`src/hdl/abf_pkg.sv`:
```
package abf_pkg;

    localparam int LUX_FIELD_W  = 16;
    localparam int LUX_BITS_DEF = 16;
    localparam int PCT_W        = 7;
    localparam int CFG_IDX_W    = 4;
    localparam int CFG_VAL_W    = 16;

    localparam logic [PCT_W-1:0]        FULL_PERCENT   = 7'd100;
    localparam logic [PCT_W-1:0]        TARGET_RESET   = 7'd100;
    localparam logic [LUX_FIELD_W-1:0]  LUX_LO_RESET   = 16'd0;
    localparam logic [LUX_FIELD_W-1:0]  LUX_HI_RESET   = 16'd1000;
    localparam logic [PCT_W-1:0]        LEVEL_RESET    = 7'd100;

    localparam int MAP_SCALE = 200;
    localparam int STEP_BIAS = 9;
    localparam int RECIP_MUL = 205;
    localparam int RECIP_SHR = 11;

    typedef enum logic [CFG_IDX_W-1:0] {
        REG_MODE   = 4'd0,
        REG_TARGET = 4'd1,
        REG_LUX_LO = 4'd2,
        REG_LUX_HI = 4'd3
    } cfg_index_t;

    typedef struct packed {
        logic                    manual_mode;
        logic [PCT_W-1:0]        manual_target;
        logic [LUX_FIELD_W-1:0]  lux_low_bound;
        logic [LUX_FIELD_W-1:0]  lux_high_bound;
    } cfg_t;

    function automatic logic [PCT_W-1:0] sat_target(input logic [PCT_W-1:0] t);
        logic [PCT_W-1:0] r;
        r = (t > FULL_PERCENT) ? FULL_PERCENT : t;
        return r;
    endfunction

    function automatic logic [PCT_W-1:0] fade_next(input logic [PCT_W-1:0] cur,
                                                    input logic [PCT_W-1:0] tgt);
        logic [PCT_W-1:0] delta;
        logic [PCT_W:0]   biased;
        logic [15:0]      prod;
        logic [PCT_W-1:0] step;
        logic [PCT_W:0]   sum;
        logic [PCT_W-1:0] r;
        delta  = (cur > tgt) ? (cur - tgt) : (tgt - cur);
        biased = {1'b0, delta} + (PCT_W+1)'(STEP_BIAS);
        prod   = 16'(biased) * 16'(RECIP_MUL);
        step   = PCT_W'(prod >> RECIP_SHR);
        sum    = {1'b0, cur} + {1'b0, step};
        if (cur == tgt)
        begin
            r = cur;
        end
        else if (cur < tgt)
        begin
            r = (sum > {1'b0, tgt}) ? tgt : sum[PCT_W-1:0];
        end
        else
        begin
            r = (step > delta) ? tgt : (cur - step);
        end
        return r;
    endfunction

endpackage

```
`src/hdl/abf_if.sv`:
```
interface abf_lux_if;
    logic                              valid;
    logic                              ready;
    logic [abf_pkg::LUX_FIELD_W-1:0]   lux_sample;

    modport source (output valid, output lux_sample, input ready);
    modport sink   (input valid, input lux_sample, output ready);
endinterface

interface abf_level_if;
    logic                          valid;
    logic                          ready;
    logic [abf_pkg::PCT_W-1:0]     applied_percent;

    modport source (output valid, output applied_percent, input ready);
    modport sink   (input valid, input applied_percent, output ready);
endinterface

interface abf_cfg_if;
    logic                              valid;
    logic                              ready;
    logic [abf_pkg::CFG_IDX_W-1:0]     index;
    logic [abf_pkg::CFG_VAL_W-1:0]     value;

    modport source (output valid, output index, output value, input ready);
    modport sink   (input valid, input index, input value, output ready);
endinterface

```
`src/hdl/abf_cfg_regs.sv`:
```
module abf_cfg_regs (
    input  logic           clk,
    input  logic           rst_n,
    abf_cfg_if.sink        cfg,
    output abf_pkg::cfg_t  regs
);

    abf_pkg::cfg_t cfg_reg;
    abf_pkg::cfg_t cfg_next;

    assign cfg.ready = 1'b1;
    assign regs      = cfg_reg;

    always_comb
    begin
        cfg_next = cfg_reg;
        if (cfg.valid)
        begin
            case (cfg.index)
                abf_pkg::REG_MODE:   cfg_next.manual_mode    = cfg.value[0];
                abf_pkg::REG_TARGET: cfg_next.manual_target  = cfg.value[abf_pkg::PCT_W-1:0];
                abf_pkg::REG_LUX_LO: cfg_next.lux_low_bound  =
                                         cfg.value[abf_pkg::LUX_FIELD_W-1:0];
                abf_pkg::REG_LUX_HI: cfg_next.lux_high_bound =
                                         cfg.value[abf_pkg::LUX_FIELD_W-1:0];
                default:             cfg_next = cfg_reg;
            endcase
        end
    end

    always_ff @(posedge clk or negedge rst_n)
    begin
        if (!rst_n)
        begin
            cfg_reg.manual_mode    <= 1'b0;
            cfg_reg.manual_target  <= abf_pkg::TARGET_RESET;
            cfg_reg.lux_low_bound  <= abf_pkg::LUX_LO_RESET;
            cfg_reg.lux_high_bound <= abf_pkg::LUX_HI_RESET;
        end
        else
        begin
            cfg_reg <= cfg_next;
        end
    end

endmodule

```
`src/hdl/abf_div.sv`:
```
module abf_div #(
    parameter int LUX_W = abf_pkg::LUX_BITS_DEF
) (
    input  logic                        clk,
    input  logic                        rst_n,
    input  logic                        start,
    input  logic [LUX_W+7:0]            num,
    input  logic [LUX_W-1:0]            span,
    output logic                        done,
    output logic [abf_pkg::PCT_W-1:0]   quot
);

    localparam int NW    = LUX_W + 8;
    localparam int QW    = abf_pkg::PCT_W;
    localparam int CNT_W = $clog2(QW);

    logic [NW-1:0]    rem_reg;
    logic [NW-1:0]    dvs_reg;
    logic [QW-1:0]    quot_reg;
    logic [CNT_W-1:0] cnt_reg;
    logic             busy_reg;
    logic             done_reg;
    logic             take;

    assign take = (rem_reg >= dvs_reg);
    assign done = done_reg;
    assign quot = quot_reg;

    always_ff @(posedge clk or negedge rst_n)
    begin
        if (!rst_n)
        begin
            busy_reg <= 1'b0;
            done_reg <= 1'b0;
            cnt_reg  <= '0;
        end
        else
        begin
            done_reg <= 1'b0;
            if (start)
            begin
                busy_reg <= 1'b1;
                cnt_reg  <= '0;
            end
            else if (busy_reg)
            begin
                cnt_reg <= cnt_reg + CNT_W'(1);
                if (cnt_reg == CNT_W'(QW - 1))
                begin
                    busy_reg <= 1'b0;
                    done_reg <= 1'b1;
                end
            end
        end
    end

    always_ff @(posedge clk)
    begin
        if (start)
        begin
            rem_reg  <= num;
            dvs_reg  <= NW'(span) << QW;
            quot_reg <= '0;
        end
        else if (busy_reg)
        begin
            if (take)
            begin
                rem_reg <= rem_reg - dvs_reg;
            end
            dvs_reg  <= dvs_reg >> 1;
            quot_reg <= {quot_reg[QW-2:0], take};
        end
    end

endmodule

```
`src/hdl/ambient_brightness_fader_unit.sv`:
```
// Channel   Dir  Payload                  Handshake
// lux       in   lux_sample [15:0]        valid / ready
// level     out  applied_percent [6:0]    valid / ready
// cfg       in   index [3:0], value [15:0] valid / ready (always ready)
//
// Auto mode steps: accept, clamp, difference, scale, 7-step serial divide, fade.
// Empty lux range: accept, clamp, difference, fade (no divide). Manual mode: accept, fade.
// The serial divider is the longest step of auto mode.
// Reset sets the applied level to 100 and the registers to their reset values.
// A pending result waits in the output register; the next item is taken meanwhile,
// and its fade step holds until the output register is free.
module ambient_brightness_fader_unit #(
    parameter int LUX_BITS = abf_pkg::LUX_BITS_DEF
) (
    input  logic         clk,
    input  logic         rst_n,
    abf_lux_if.sink      lux,
    abf_level_if.source  level,
    abf_cfg_if.sink      cfg
);

    localparam int LUX_W = (LUX_BITS < abf_pkg::LUX_FIELD_W) ? LUX_BITS
                                                             : abf_pkg::LUX_FIELD_W;
    localparam int NW    = LUX_W + 8;
    localparam int PW    = abf_pkg::PCT_W;

    typedef enum logic [5:0] {
        S_IDLE  = 6'b000001,
        S_CLAMP = 6'b000010,
        S_DIFF  = 6'b000100,
        S_MUL   = 6'b001000,
        S_DIV   = 6'b010000,
        S_FADE  = 6'b100000
    } state_t;

    state_t            state_reg;
    state_t            state_next;
    abf_pkg::cfg_t     regs;
    logic [LUX_W-1:0]  lo;
    logic [LUX_W-1:0]  hi;
    logic [LUX_W-1:0]  lux_reg;
    logic [LUX_W-1:0]  span_reg;
    logic              empty_reg;
    logic [PW-1:0]     desired_reg;
    logic [PW-1:0]     level_reg;
    logic              out_valid_reg;
    logic [NW-1:0]     num;
    logic              div_start;
    logic              div_done;
    logic [PW-1:0]     div_quot;
    logic              out_free;

    abf_cfg_regs u_cfg (
        .clk   (clk),
        .rst_n (rst_n),
        .cfg   (cfg),
        .regs  (regs)
    );

    abf_div #(
        .LUX_W (LUX_W)
    ) u_div (
        .clk   (clk),
        .rst_n (rst_n),
        .start (div_start),
        .num   (num),
        .span  (span_reg),
        .done  (div_done),
        .quot  (div_quot)
    );

    assign lo        = regs.lux_low_bound[LUX_W-1:0];
    assign hi        = regs.lux_high_bound[LUX_W-1:0];
    assign num       = NW'(lux_reg) * NW'(abf_pkg::MAP_SCALE) + NW'(span_reg);
    assign div_start = (state_reg == S_MUL);
    assign out_free  = !out_valid_reg || level.ready;

    assign lux.ready             = (state_reg == S_IDLE);
    assign level.valid           = out_valid_reg;
    assign level.applied_percent = level_reg;

    always_comb
    begin
        state_next = state_reg;
        case (state_reg)
            S_IDLE:
            begin
                if (lux.valid)
                begin
                    state_next = regs.manual_mode ? S_FADE : S_CLAMP;
                end
            end
            S_CLAMP: state_next = S_DIFF;
            S_DIFF:  state_next = empty_reg ? S_FADE : S_MUL;
            S_MUL:   state_next = S_DIV;
            S_DIV:
            begin
                if (div_done)
                begin
                    state_next = S_FADE;
                end
            end
            S_FADE:
            begin
                if (out_free)
                begin
                    state_next = S_IDLE;
                end
            end
            default: state_next = S_IDLE;
        endcase
    end

    always_ff @(posedge clk or negedge rst_n)
    begin
        if (!rst_n)
        begin
            state_reg     <= S_IDLE;
            level_reg     <= abf_pkg::LEVEL_RESET;
            out_valid_reg <= 1'b0;
        end
        else
        begin
            state_reg <= state_next;
            if (state_reg == S_FADE && out_free)
            begin
                level_reg     <= abf_pkg::fade_next(level_reg, desired_reg);
                out_valid_reg <= 1'b1;
            end
            else if (level.ready)
            begin
                out_valid_reg <= 1'b0;
            end
        end
    end

    always_ff @(posedge clk)
    begin
        case (state_reg)
            S_IDLE:
            begin
                lux_reg     <= lux.lux_sample[LUX_W-1:0];
                desired_reg <= abf_pkg::sat_target(regs.manual_target);
            end
            S_CLAMP:
            begin
                empty_reg <= (hi <= lo);
                if (lux_reg < lo)
                begin
                    lux_reg <= lo;
                end
                else if (lux_reg > hi)
                begin
                    lux_reg <= hi;
                end
            end
            S_DIFF:
            begin
                span_reg    <= hi - lo;
                lux_reg     <= lux_reg - lo;
                desired_reg <= abf_pkg::FULL_PERCENT;
            end
            S_DIV:
            begin
                if (div_done)
                begin
                    desired_reg <= abf_pkg::FULL_PERCENT - div_quot;
                end
            end
            default:
            begin
            end
        endcase
    end

endmodule

```
`src/flat_wrapper.sv`:
```
// flat-port wrapper written by rule: the top's interface ports become plain ports
module ambient_brightness_fader_unit_flat 
#(
    parameter int LUX_BITS = abf_pkg::LUX_BITS_DEF
)
  (clk, rst_n, lux_valid, lux_lux_sample, lux_ready, level_valid, level_applied_percent, level_ready, cfg_valid, cfg_index, cfg_value, cfg_ready);
  abf_lux_if lux_i ();
  abf_level_if level_i ();
  abf_cfg_if cfg_i ();
  input  logic clk;
  input  logic rst_n;
  input wire logic [$bits(lux_i.valid)-1:0] lux_valid;
  input wire logic [$bits(lux_i.lux_sample)-1:0] lux_lux_sample;
  output wire logic [$bits(lux_i.ready)-1:0] lux_ready;
  output wire logic [$bits(level_i.valid)-1:0] level_valid;
  output wire logic [$bits(level_i.applied_percent)-1:0] level_applied_percent;
  input wire logic [$bits(level_i.ready)-1:0] level_ready;
  input wire logic [$bits(cfg_i.valid)-1:0] cfg_valid;
  input wire logic [$bits(cfg_i.index)-1:0] cfg_index;
  input wire logic [$bits(cfg_i.value)-1:0] cfg_value;
  output wire logic [$bits(cfg_i.ready)-1:0] cfg_ready;
  assign lux_i.valid = lux_valid;
  assign lux_i.lux_sample = lux_lux_sample;
  assign lux_ready = lux_i.ready;
  assign level_valid = level_i.valid;
  assign level_applied_percent = level_i.applied_percent;
  assign level_i.ready = level_ready;
  assign cfg_i.valid = cfg_valid;
  assign cfg_i.index = cfg_index;
  assign cfg_i.value = cfg_value;
  assign cfg_ready = cfg_i.ready;
  ambient_brightness_fader_unit #(.LUX_BITS(LUX_BITS)) u_core (.clk(clk), .rst_n(rst_n), .lux(lux_i), .level(level_i), .cfg(cfg_i));
endmodule
```
`config.mk`:
```
export PLATFORM = sky130hd
export DESIGN_NAME = ambient_brightness_fader_unit_flat
export DESIGN_NICKNAME = d
export VERILOG_FILES = /design/src/hdl/abf_pkg.sv /design/src/hdl/abf_if.sv /design/src/hdl/abf_cfg_regs.sv /design/src/hdl/abf_div.sv /design/src/hdl/ambient_brightness_fader_unit.sv /design/src/flat_wrapper.sv
export SDC_FILE = /design/constraint.sdc
export NUM_CORES = 1
export LEC_CHECK = 0
export ABC_AREA = 1
export BUFFER_PORTS_ARGS = -buffer_cell sky130_fd_sc_hd__buf_4
export CAP_MARGIN = 40
export CELL_PAD_IN_SITES_DETAIL_PLACEMENT = 0
export CELL_PAD_IN_SITES_GLOBAL_PLACEMENT = 1
export CORE_MARGIN = 2
export CORE_UTILIZATION = 45
export DETAILED_ROUTE_END_ITERATION = 8
export PLACE_DENSITY = 0.79
export SLEW_MARGIN = 20
export SYNTH_ARGS = -nofsm -noshare
export SYNTH_HDL_FRONTEND = slang
export SYNTH_HIERARCHICAL = 1
export SYNTH_SLANG_ARGS = --single-unit
export TNS_END_PERCENT = 10
```
`constraint.sdc`:
```
create_clock -name clk -period 15.5 [get_ports clk]
set_clock_uncertainty 0.1 [all_clocks]
set_input_delay 2.325 -clock clk [delete_from_list [all_inputs] [get_ports clk]]
set_output_delay 2.325 -clock clk [all_outputs]
set_load 0.01 [all_outputs]
```
Word level (Yosys, flattened, before mapping)
Cells that the tools add are included.
W data, S select, Z words.
{"block": "word_totals", "ff_bits": 153, "wordCells": 105}
{"block": "op_classes", "n_eq_ne": 15, "magnitude_cmp": 9, "muxes": 31, "multipliers": 2, "bitwise_logic": 1, "n_addsub": 11, "n_reduce_logical": 18}
{"cell": "$mux W24", "n": 3}
{"cell": "$pmux W16 S3", "n": 1}
{"cell": "$mux W23", "n": 2}
{"cell": "$mux W7", "n": 6}
{"cell": "$pmux W6 S6", "n": 1}
{"cell": "$mux W16", "n": 2}
{"cell": "$sub A16 B16 Y16", "n": 2}
{"cell": "$mux W6", "n": 5}
{"cell": "$add A24 B16 Y24", "n": 1}
{"cell": "$ge A24 B23 Y1", "n": 1}
{"cell": "$sub A24 B23 Y24", "n": 1}
{"cell": "$mul A16 B5 Y21 const B", "n": 1}
{"cell": "$pmux W7 S3", "n": 1}
{"cell": "$gt A16 B16 Y1", "n": 1}
{"cell": "$le A16 B16 Y1", "n": 1}
{"cell": "$lt A16 B16 Y1", "n": 1}
{"cell": "$mul A8 B8 Y16 const B", "n": 1}
{"cell": "$reduce_and A2 Y1", "n": 8}
{"cell": "$sub A7 B7 Y7", "n": 2}
{"cell": "$add A7 B4 Y8 const B", "n": 1}
{"cell": "$add A7 B5 Y8", "n": 1}
{"cell": "$eq A4 B2 Y1 const B", "n": 2}
{"cell": "$gt A8 B7 Y1", "n": 1}
{"cell": "$mux W1", "n": 8}
{"cell": "28 further kinds", "n": 33}

Depth between registers and ports, before layout
{"block": "logic_depth", "word_depth": 8, "mapped_depth": 54, "depth_no_buf": 54}

Cells and area by module
Netlist, hierarchy kept.
{"module": "ambient_brightness_fader_unit", "seq_area_each_um2": 1556.5, "n_inst": 1, "area_each_um2": 9708.1, "cells_each": 1322}
{"module": "abf_div", "seq_area_each_um2": 1606.5, "n_inst": 1, "area_each_um2": 4149.0, "cells_each": 608}
{"module": "abf_cfg_regs", "seq_area_each_um2": 1012.2, "n_inst": 1, "area_each_um2": 1716.6, "cells_each": 185}

Worst setup path before layout
Ideal clock, no wire load.
{"block": "synth_timing", "kind": "register to register", "startpoint": "reg u_core.level_reg[5], in the netlist u_core/level.applied_percent[5]", "endpoint": "reg u_core.level_reg[4], in the netlist u_core/level.applied_percent[4]", "period_less_slack_ns": 8.215, "slack_ns": 7.285, "n_path_buf": 1, "required_ns": 15.323, "stages_incl_launch_ff": 51, "t_arrival_ns": 8.038, "path_cell_list": "dfstp_2 inv_1 ha_1 buf_4 nand2_2 inv_2 a21oi_2 nand2_4 nand2_8 nand2_1 o21ai_2 inv_1 ha_1 nand2_4 nand2_4 nand3_1 xor2_1 inv_1 (+15 left out) inv_1 fa_1 o21ai_0 nand2_1 a21oi_1 xnor2_1 inv_1 ha_1 and3_1 nand2_1 nand2_1 nand2_1 nand2_1 nand2_1 nand2_1 o21ai_0 inv_1 a21oi_1"}
{"block": "synth_between", "elab_chain_len": 8, "word_cells_on_any_way": 17, "classes_between": "add/sub: 5; mul: 1; order compare: 4; eq/ne: 1; mux: 4; bitwise: 1; reduce/logical: 1"}
{"item": "start: declaration", "line_no": "ambient_brightness_fader_unit.sv:45", "rtl": "logic [PW-1:0] level_reg;"}
{"item": "start signal: assignment", "line_no": "ambient_brightness_fader_unit.sv:119", "rtl": "level_reg <= abf_pkg::LEVEL_RESET;"}
{"item": "start signal: assignment", "line_no": "ambient_brightness_fader_unit.sv:127", "rtl": "level_reg <= abf_pkg::fade_next(level_reg, desired_reg);"}
{"item": "$sub A7 B7 Y7 / $gt A7 B7 Y1 (equally long branches)", "line_no": "abf_pkg.sv:48", "rtl": "delta = (cur > tgt) ? (cur - tgt) : (tgt - cur);"}
{"item": "$mux W7", "line_no": "abf_pkg.sv:48"}
{"item": "$add A7 B4 Y8", "line_no": "abf_pkg.sv:49", "rtl": "biased = {1'b0, delta} + (PCT_W+1)'(STEP_BIAS);"}
{"item": "$mul A8 B8 Y16", "line_no": "abf_pkg.sv:50", "rtl": "prod = 16'(biased) * 16'(RECIP_MUL);"}
{"item": "$add A7 B5 Y8", "line_no": "abf_pkg.sv:52", "rtl": "sum = {1'b0, cur} + {1'b0, step};"}
{"item": "$gt A8 B7 Y1", "line_no": "abf_pkg.sv:59", "rtl": "r = (sum > {1'b0, tgt}) ? tgt : sum[PCT_W-1:0];"}
{"item": "$mux W7", "line_no": "abf_pkg.sv:59"}
{"item": "$mux W7", "line_no": "abf_pkg.sv:57", "rtl": "else if (cur < tgt)"}
Parallel ways exist; a longest one is shown, timed or not.
A chain may end at the register's enable or synchronous reset.

Final worst setup path
{"block": "layout_timing", "startpoint": "reg u_core.level_reg[2], in the netlist u_core/level.applied_percent[2]", "endpoint": "reg u_core.level_reg[4], in the netlist u_core/level.applied_percent[4]"}
Same word-level chain as after synthesis.

==> results.sh <==
export IMPL_status="complete, no violations"
export IMPL_insertion_delay_ns=0.45
export IMPL_io_buffers=49
export IMPL_cts_sinks=153
export IMPL_gp_congestion=0.9426
export IMPL_fin_crit_sh_pct=59.83
export IMPL_post_cts_buffers=0
export IMPL_muxShareOfSynthArea_pct=0
export IMPL_core_um2=34290
export IMPL_relSlewSlack_pct=53.07
export IMPL_grt_start_max_net_pins=60
export IMPL_yosysSeqAreaShare_pct=26.81
export IMPL_clk_pin_slew_worst_paths_ns=0.08
export IMPL_ant_nets=0
export IMPL_start_util_pct=45.42
export IMPL_grt_usage_pct=23.45
export IMPL_vias_per_cell=5.180
export IMPL_synth_compound_area_share_pct=10.75
export IMPL_num_vias=13590
export IMPL_ys_async_sr_fraction_pct=38.56
export IMPL_largest_reg_flops=40
export IMPL_cts_tree="done"
export IMPL_cp_slowest_cell="dfstp_2"
export IMPL_syn_inst=2115
export IMPL_syn_cell_area_um2=15570
export IMPL_drive_above_1_share_pct=8.207
export IMPL_ys_seq_elements=153
export IMPL_synth_edf_count=80
export IMPL_syn_nets=2400
export IMPL_max_stage_delay_ns=0.62
export IMPL_final_area_um2=17030
export IMPL_grt_setup_unrepaired="false"
export IMPL_yosys_warnings=6
export IMPL_grt_pass1_wl_um=67450
export IMPL_timing_critical_path_mode_cell="inv_1"
export IMPL_grt_busiest_layer="met2"
export IMPL_hold_viol=0
export IMPL_die_h_um=190.0
export IMPL_drcViolationCount=0
export IMPL_cts_root_buffer="clkbuf_16"
export IMPL_routed_wirelength_um=41880
export IMPL_critPathKind="register to register"
export IMPL_met3_usage_pct=1.974
export IMPL_max_freq_mhz=107.8
export IMPL_setup_violations=0
export IMPL_synth_top_flop_cell="edfxtp_1"
export IMPL_antenna_cells=0
export IMPL_dr_first_iter_drc_count=862
export IMPL_cts_buffers=17
export IMPL_fp_dieArea_um2=36110
export IMPL_post_drt_wl_per_cell_um=15.96
export IMPL_path_delay_family="adder cells"
export IMPL_grt_remaining_overflow=0
export IMPL_rows=68
export IMPL_synth_top_family_by_area="simple AND/OR/NAND/NOR gates"
export IMPL_first_pass_iters=5
export IMPL_area_growth_synth_to_final_pct=9.352
export IMPL_synthSimpleGateAreaFrac_pct=26.42
export IMPL_cp_buffers_inverters=10
export IMPL_cp_required_ns=15.77
export IMPL_yosysUniqueCellTypes=68
export IMPL_crit_path_start_kind="register"
export IMPL_hpwl_um=34100
export IMPL_placed_area_um2=16420
export IMPL_endpoint_kind="register"
export IMPL_grt_pass1_vias=12860
export IMPL_hp_class="register to register"
export IMPL_period_minus_slack_ns=9.273
export IMPL_maxSlewViolCount=0
export IMPL_antenna_found_initial=0
export IMPL_final_common_cell="nand2_1"
export IMPL_synth_xor_area_share_pct=4.499
export IMPL_io_pins=51
export IMPL_die_width_um=190.0
export IMPL_synth_fa_ha_area_share_pct=21.05
export IMPL_post_synth_cell_area_avg_um2=7.363
export IMPL_maxCapViolations=0
export IMPL_final_nets=2441
export IMPL_worstMarginPinSlew_ns=0.7001
export IMPL_finalSetupTns_ns=0
export IMPL_crit_arrival_ns=9.55
export IMPL_htree_levels=4
export IMPL_cts_buffer_depth=2
export IMPL_postCtsHoldBufs=0
export IMPL_cts_resized=0
export IMPL_critical_path_max_fanout=15
export IMPL_mostFrequentLayoutCells="nand2_1 (554), inv_1 (365), ha_1 (214)"
export IMPL_grtUsageMet1_pct=31.62
export IMPL_grt_use_met2_pct=40.83
## stage by stage
step	utilization (%)	hold slack [ns]	std cells	setup WS, ns
floorplan	-	0.3066	2115	7.285
global placement	47.69	0.3497	2587	6.330
detailed placement	47.88	0.3563	2590	6.278
CTS	49.57	0.3682	2622	6.224
global route	49.67	0.3794	2624	5.419
finish	49.67	0.3644	2624	6.227
## layout make-up
cell class	count	area, um2
Sequential cell	153	4175
Fill cell	3521	17260
Clock inverter	14	142.6
Multi-Input combinational cell	1545	9778
Clock buffer	18	439.2
Tap cell	455	569.3
Inverter	381	1433
Timing Repair Buffer	58	493.0
## per-layer routing
layer	routed length (um)	up-vias
li1	-	6995
met1	19950	6336
met2	20360	226
met3	972	36
met4	591	0
met5	0	-
## cell usage after synthesis (all sizes together) (2+ instances only)
cell    count  area [um2]
a32o        2       20.02
a21oi     147       750.7
a31oi       7       43.79
dfstp      13       341.6
xnor2      23       220.2
nand4      60       390.4
edfxtp     80        2402
o22ai      10       62.56
o31ai       5       37.54
fa         30       600.6
or2        14       90.09
nor2      112       462.9
nor4        4       46.29
and2        2       15.02
nand3b      9       67.56
dfxtp      14       280.3
nand3     130       685.7
o21ai      98       513.0
nor3       16       101.4
and3        2       12.51
o21bai      5       37.54
a21o       10       75.07
dfrtp      46        1151
a21boi      3       22.52
xor2       54       480.5
clkbuf     10       38.78
inv       380        1429
ha        214        2678
o211ai      8       60.06
buf        26       155.2
nand2     572        2236
## final timing paths
| kind | start | end | slack [ns] | cells after the start |
|---|---|---|---|---|
| max in group asynchronous | rst_n | u_core/u_cfg/regs[9]$_DFFE_PN1P_ | 13.14 | 2 |
| worst min register to register | u_core/empty_reg$_DFFE_PP_ | u_core/state_reg[3]$_DFFE_PN0P_ | 0.36 | 1 |
| worst max-delay path | u_core/level.applied_percent[2]$_DFFE_PN1P_ | u_core/level.applied_percent[4]$_DFFE_PN0P_ | 6.23 | 48 |
| min in group asynchronous | rst_n | u_core/level.applied_percent[4]$_DFFE_PN0P_ | 1.60 | 1 |
| worst min-delay path | u_core/empty_reg$_DFFE_PP_ | u_core/state_reg[3]$_DFFE_PN0P_ | 0.36 | 1 |
| worst max register to register | u_core/level.applied_percent[2]$_DFFE_PN1P_ | u_core/level.applied_percent[4]$_DFFE_PN0P_ | 6.23 | 48 |
## kinds of logic after synthesis
logic type | count (synthesis)
and+or+nand+nor | 922
buffers and inverters | 417
AOI/OAI and AO/OA | 301
adders and majority gates | 244
DFF | 153
xor gates and xnor gates | 77
other | 1
Power is left out: the tool's default activity adds up to more than one toggle a clock period on the data nets, which glitch-free logic cannot reach.
